==> src/rtl/core/lrpc_pkg.sv <==
// ----------------------------------------------------------------------------
// lrpc_pkg: shared types and constants of the log ring
// Ring geometry, chunk limits, function codes and the beat formats of the
// request and result ports.
// ----------------------------------------------------------------------------
package lrpc_pkg;

  // Ring and chunk geometry. The ring depth is a power of two.
  localparam int unsigned RING_DEPTH  = 1024;
  localparam int unsigned CHUNK_MAX   = 512;
  localparam int unsigned PACKET_SIZE = 64;

  // Derived widths. Pointers carry one extra wrap bit over the index.
  localparam int unsigned IDX_W  = $clog2(RING_DEPTH);
  localparam int unsigned PTR_W  = IDX_W + 1;
  localparam int unsigned CLEN_W = 10;
  localparam int unsigned LEN_W  = 16;
  localparam int unsigned DATA_W = 8;
  localparam int unsigned CNT_W  = 32;

  // Function codes of a request beat.
  typedef enum logic [1:0] {
    FUNC_RESERVE = 2'd0,
    FUNC_DATA    = 2'd1,
    FUNC_CHUNK   = 2'd2,
    FUNC_DONE    = 2'd3
  } lrpc_func_e;

  // Request beat.
  typedef struct packed {
    lrpc_func_e         func;
    logic [LEN_W-1:0]   msg_len;
    logic [DATA_W-1:0]  data_byte;
    logic [IDX_W-1:0]   read_offset;
    logic               read_only;
    logic               link_ready;
  } lrpc_req_t;

  // Result beat.
  typedef struct packed {
    logic               status;
    logic [IDX_W-1:0]   chunk_start;
    logic [CLEN_W-1:0]  chunk_len;
    logic [DATA_W-1:0]  read_data;
    logic [CNT_W-1:0]   dropped_total;
    logic [PTR_W-1:0]   used_count;
  } lrpc_rsp_t;

  // Access to the ring memory for one request.
  typedef struct packed {
    logic               we;
    logic [IDX_W-1:0]   waddr;
    logic [DATA_W-1:0]  wdata;
    logic               re;
    logic [IDX_W-1:0]   raddr;
  } lrpc_mem_req_t;

endpackage

==> src/rtl/core/lrpc_ctrl.sv <==
// ----------------------------------------------------------------------------
// lrpc_ctrl: pointer and chunk control of the log ring
// Updates the head, tail and write pointers, the reservation count, the
// granted chunk and the dropped total for each request beat, and registers
// the result fields apart from the read byte.
// ----------------------------------------------------------------------------
module lrpc_ctrl (
  input  logic                   clk_i,
  input  logic                   rst_ni,
  input  logic                   accept_i,
  input  lrpc_pkg::lrpc_req_t    req_i,
  output lrpc_pkg::lrpc_mem_req_t mem_o,
  output logic                   valid_o,
  output logic                   read_sel_o,
  output lrpc_pkg::lrpc_rsp_t    rsp_o
);

  import lrpc_pkg::*;

  logic [PTR_W-1:0]  head_q, head_d;
  logic [PTR_W-1:0]  tail_q, tail_d;
  logic [PTR_W-1:0]  wptr_q, wptr_d;
  logic [LEN_W-1:0]  remain_q, remain_d;
  logic [CLEN_W-1:0] grant_q, grant_d;
  logic [CNT_W-1:0]  dropped_q, dropped_d;

  logic              valid_q;
  logic              read_sel_q, read_sel_d;
  lrpc_rsp_t         rsp_q, rsp_d;

  logic [PTR_W-1:0]  used;
  logic [PTR_W-1:0]  free_bytes;
  logic [IDX_W-1:0]  rd_idx;
  logic [PTR_W-1:0]  run_wrap;
  logic [PTR_W-1:0]  run_used;
  logic [PTR_W-1:0]  run_cap;
  logic [PTR_W-1:0]  run_pkt;

  // Occupancy and the contiguous run that starts at the tail.
  always_comb begin
    used       = head_q - tail_q;
    free_bytes = PTR_W'(RING_DEPTH) - used;
    rd_idx     = tail_q[IDX_W-1:0];
    run_wrap   = PTR_W'(RING_DEPTH) - {1'b0, rd_idx};
    run_used   = (run_wrap > used) ? used : run_wrap;
    run_cap    = (run_used > PTR_W'(CHUNK_MAX)) ? PTR_W'(CHUNK_MAX) : run_used;
    run_pkt    = (run_cap > PTR_W'(PACKET_SIZE)) ?
                 (run_cap & ~PTR_W'(PACKET_SIZE - 1)) : run_cap;
  end

  // Next state, memory access and result fields for one request beat.
  always_comb begin
    head_d     = head_q;
    tail_d     = tail_q;
    wptr_d     = wptr_q;
    remain_d   = remain_q;
    grant_d    = grant_q;
    dropped_d  = dropped_q;
    read_sel_d = 1'b0;
    rsp_d      = '0;

    mem_o       = '0;
    mem_o.waddr = wptr_q[IDX_W-1:0];
    mem_o.wdata = req_i.data_byte;
    mem_o.raddr = req_i.read_offset;

    if (accept_i) begin
      case (req_i.func)
        FUNC_RESERVE: begin
          if (req_i.msg_len > LEN_W'(free_bytes)) begin
            dropped_d    = dropped_q + CNT_W'(req_i.msg_len);
            remain_d     = '0;
            rsp_d.status = 1'b1;
          end else begin
            wptr_d   = head_q;
            remain_d = req_i.msg_len;
            head_d   = head_q + PTR_W'(req_i.msg_len);
          end
        end
        FUNC_DATA: begin
          if (remain_q != '0) begin
            mem_o.we = 1'b1;
            wptr_d   = wptr_q + PTR_W'(1);
            remain_d = remain_q - LEN_W'(1);
          end else begin
            rsp_d.status = 1'b1;
          end
        end
        FUNC_CHUNK: begin
          if (used == '0 || !req_i.link_ready) begin
            grant_d      = '0;
            rsp_d.status = 1'b1;
          end else begin
            grant_d           = CLEN_W'(run_pkt);
            rsp_d.chunk_start = rd_idx;
            rsp_d.chunk_len   = CLEN_W'(run_pkt);
          end
        end
        FUNC_DONE: begin
          mem_o.re   = 1'b1;
          read_sel_d = 1'b1;
          if (!req_i.read_only) begin
            if (grant_q != '0) begin
              tail_d  = tail_q + PTR_W'(grant_q);
              grant_d = '0;
            end else begin
              rsp_d.status = 1'b1;
            end
          end
        end
        default: begin
          rsp_d.status = 1'b1;
        end
      endcase
    end

    rsp_d.dropped_total = dropped_d;
    rsp_d.used_count    = head_d - tail_d;
  end

  // Ring state and the result strobe.
  always_ff @(posedge clk_i or negedge rst_ni) begin
    if (!rst_ni) begin
      head_q    <= '0;
      tail_q    <= '0;
      wptr_q    <= '0;
      remain_q  <= '0;
      grant_q   <= '0;
      dropped_q <= '0;
      valid_q   <= 1'b0;
    end else begin
      head_q    <= head_d;
      tail_q    <= tail_d;
      wptr_q    <= wptr_d;
      remain_q  <= remain_d;
      grant_q   <= grant_d;
      dropped_q <= dropped_d;
      valid_q   <= accept_i;
    end
  end

  // Result payload register.
  always_ff @(posedge clk_i) begin
    if (accept_i) begin
      rsp_q      <= rsp_d;
      read_sel_q <= read_sel_d;
    end
  end

  assign valid_o    = valid_q;
  assign read_sel_o = read_sel_q;
  assign rsp_o      = rsp_q;

endmodule

==> config.mk <==
export PLATFORM = sky130hd
export DESIGN_NAME = lrpc_ctrl
export DESIGN_NICKNAME = d
export VERILOG_FILES = /design/src/rtl/core/lrpc_pkg.sv /design/src/rtl/core/lrpc_ctrl.sv
export SDC_FILE = /design/constraint.sdc
export NUM_CORES = 1
export LEC_CHECK = 0
export BUFFER_PORTS_ARGS = -buffer_cell sky130_fd_sc_hd__buf_2
export CORE_MARGIN = 2
export CORE_UTILIZATION = 50
export CTS_CLUSTER_DIAMETER = 120
export CTS_CLUSTER_SIZE = 40
export DETAILED_ROUTE_END_ITERATION = 12
export PLACE_DENSITY = 0.7
export SYNTH_ARGS = -nofsm -noshare
export SYNTH_HDL_FRONTEND = slang
export SYNTH_SLANG_ARGS = --single-unit
==> constraint.sdc <==
create_clock -name clk_i -period 7.3 [get_ports clk_i]
set_input_delay 0.365 -clock clk_i [delete_from_list [all_inputs] [get_ports clk_i]]
set_output_delay 0.365 -clock clk_i [all_outputs]
set_load 0.01 [all_outputs]
==> impl_metrics.ini <==
[routing]
wire_per_inst_um = 17.8
drtAntennaViolNets = 0
drt_iter0_drc = 603
vias = 7752
drc = 0
via_per_inst = 5.65
drtPass1Iterations = 5
totalWireLength_um = 24400

[pwr]
irDropWorstVdd_uv = 227
power.share.sequential_pct = 25.3
p_switching_mw = 2.53
clock_power_share_pct = 16.9
power_mw = 5.65
p_int_mw = 3.12
p_comb_share_pct = 57.8
power_leakage_nw = 5.08
p_per_area_nw_per_um2 = 507
switching_share_pct = 44.8

[synth]
ys_types = 74
synth_top_cell_area_share_pct = 23.1
netlist_top_cells_area = dfrtp_1 23%, edfxtp_1 20%, ha_1 10%
synth_cells = 1009
synth_warnings = 0
synthesis.area_sq_um = 9860
synth_edf_count = 65
ys_seq_area_share_pct = 42.9
synth_largest_area_cell = dfrtp_1
synthArstFlopShare_pct = 58.3
synth-seq-cells = 156
synthFlopType = dfrtp_1
post_synth.cell_area_avg_sq_um = 9.77

[sta]
fin_setup_tns_ps = 0
fin_crit_sh_pct = 91.7
worst_pin_slew_ps = 983
setup_violations = 0
relSlewSlack_pct = 34.4
min_period_ps = 6700
skew_ps = 16.5
hold_viol_final = 0
fmax_mhz = 149
rsz0062_at_grt = false
fin_ws_ps = 604
slew_viol_final = 0
hold_ws_ps = 272

[final_layout]
final_cell_area_sq_um = 11100
layout.nets = 1223
area.sequential_sq_um = 4230
drive_gt1_share_pct = 14.8
multi_input_area_sq_um = 5100
fill_cells = 1745
instances_no_fill = 1373
antenna_cells = 0
fin_util_pct = 57.4
area_growth_pct = 12.9

[die]
core_sq_um = 19400
dieHeight_um = 144
die_w_um = 144
initial_core_util_pct = 50.8
ios = 145
die_area_sq_um = 20800
rows = 51

[clocking]
clkSlewWorstSetupHoldPaths_ps = 70
clockBufferDepth = 2
post_cts_buffers = 0
numCtsBuffers = 17
h-tree-depth = 4
cts_sinks = 156
cts_root_buffer = clkbuf_16
cts_tree = built
clk_latency_ps = 440

[worst_setup_path]
cp.required_ps = 7480
crit_path_end_kind = flop
cpMostUsedCell = o21a_1
critPathMaxStageDelay_ps = 520
criticalPathCategory = flop to flop
r2r-start = tail_q[0]
reg2regPathDepth = 31
cp_slowest_cell = a2111oi_2
critPathMaxFanout = 8
cp_data_arrival_time_ps = 6880
startpoint_type = flop
critPathLaunch = tail_q[0]

[status]
status = finished, final reports clean

[flow_run]
cap_violations = 0

[global_route]
antenna_found_initial = 0
grt_pass1_wl_um = 38600
grt-ovfl-total = 0
grtUsageTotal_pct = 24.2
grt_max_degree = 72
grt_pass1_vias = 7390

[place]
portBuffers = 100
place_ws_ps = 665
place_inst = 1340
dp_hpwl_um = 18000
gp_congestion = 0.965
place_area_sq_um = 10500

[worst_hold_path]
holdCritStartpoint = req_i[36]
holdPathStages = 2
min_path_type = input port to flop
## cell usage in the layout (no fill, tap or decap), types with 10 or more instances in the layout
master      n
nor2b_1    17
o21a_1     15
nand2_1    91
nor3_1     27
nand2b_1   10
and2_1     14
buf_2      99
nor2_1     57
o21ai_0    73
clkbuf_16  17
nor4_1     10
o31ai_1    14
dfrtp_1    91
a21oi_1    68
a21o_1     20
xnor2_1    57
inv_1      72
ha_1       82
edfxtp_1   65
nand3_1    31
xor2_1     19
## cells in the mapped netlist (5+ instances only)
| cell type | number |
|---|---|
| nand3_1 | 31 |
| a21o_1 | 20 |
| mux2_2 | 8 |
| a211oi_1 | 6 |
| nor2_1 | 57 |
| xor2_1 | 19 |
| o31ai_1 | 14 |
| buf_4 | 26 |
| o22ai_1 | 6 |
| o21ai_0 | 73 |
| nand4_1 | 8 |
| nand2b_1 | 10 |
| edfxtp_1 | 65 |
| and2_1 | 14 |
| mux2i_1 | 7 |
| a21oi_1 | 68 |
| nor4_1 | 10 |
| a31oi_1 | 5 |
| nand2_1 | 91 |
| xnor2_1 | 57 |
| and3_1 | 9 |
| inv_1 | 72 |
| dfrtp_1 | 91 |
| fa_1 | 5 |
| ha_1 | 82 |
| o21a_1 | 15 |
| nor2b_1 | 17 |
| nor3_1 | 27 |
| o21bai_1 | 6 |
| clkbuf_1 | 15 |
## worst max-delay path: cells and delay by family (launching register included)
kind	cells	cell delay (ps)
compound gates	18	3600
fa+ha+maj	4	1200
simple gates	5	730
flops	1	500
xor+xnor	2	300
buf+inv	2	140
## final cells by class
type                    count  area share, %
multi-input cells         740           45.8
flip-flops and latches    156           38.0
repair buffers            108           5.08
clock buffers              18           3.95
well taps                 265           2.98
inverters                  72           2.43
clock inverters            14           1.72
## cells by family after synthesis
family | share of synthesized area (%)
xor+xnor | 6.75
buf+inv | 5.61
mux | 1.63
other cells | 0.0380
simple gates | 14.9
fa+ha+maj | 11.4
flops | 42.9
compound gates | 16.7
## sequential cells by signal, indices dropped and copies added, names as in the netlist
register    cells
dropped_q      32
grant_q        10
head_q         11
read_sel_o      1
remain_q       16
rsp_o          64
tail_q         11
valid_o         1
wptr_q         10
## worst paths after layout
kind / endpoint / slack (ps)
worst max-delay path: rsp_o[9] / 600
worst min register to register: dropped_q[31] / 470
worst min-delay path: remain_q[14] / 270
worst max register to register: rsp_o[9] / 600
max in group asynchronous: tail_q[3] / 5650
min in group asynchronous: remain_q[13] / 360
## layer usage
layer	track usage (%)	wire length, um	vias to the layer above	part of all wire (%)
met5	0	0	-	0
met4	8.53	562	0	2.3
met3	4.37	1620	40	6.6
met2	38.9	11400	245	47
met1	33.1	10900	3696	44
li1	-	-	3771	-
## repair_timing
| item | CTS | global route |
|---|---|---|
| hold buffers | 1 | 0 |
| gates resized for setup | 0 | 0 |
| endpoints found under the hold margin | 20 | 0 |
## power groups by stage
stage	Sequential [mW]	Clock, mW	Combinational (mW)
after global routing	1.46	0.997	3.65
after global placement	1.44	0	3.16
after floorplan	1.42	0	2.40
after detailed placement	1.44	0	3.20
final	1.43	0.957	3.26
after CTS	1.43	0.969	3.24
Note: power is estimated with default switching activity, not from simulation.
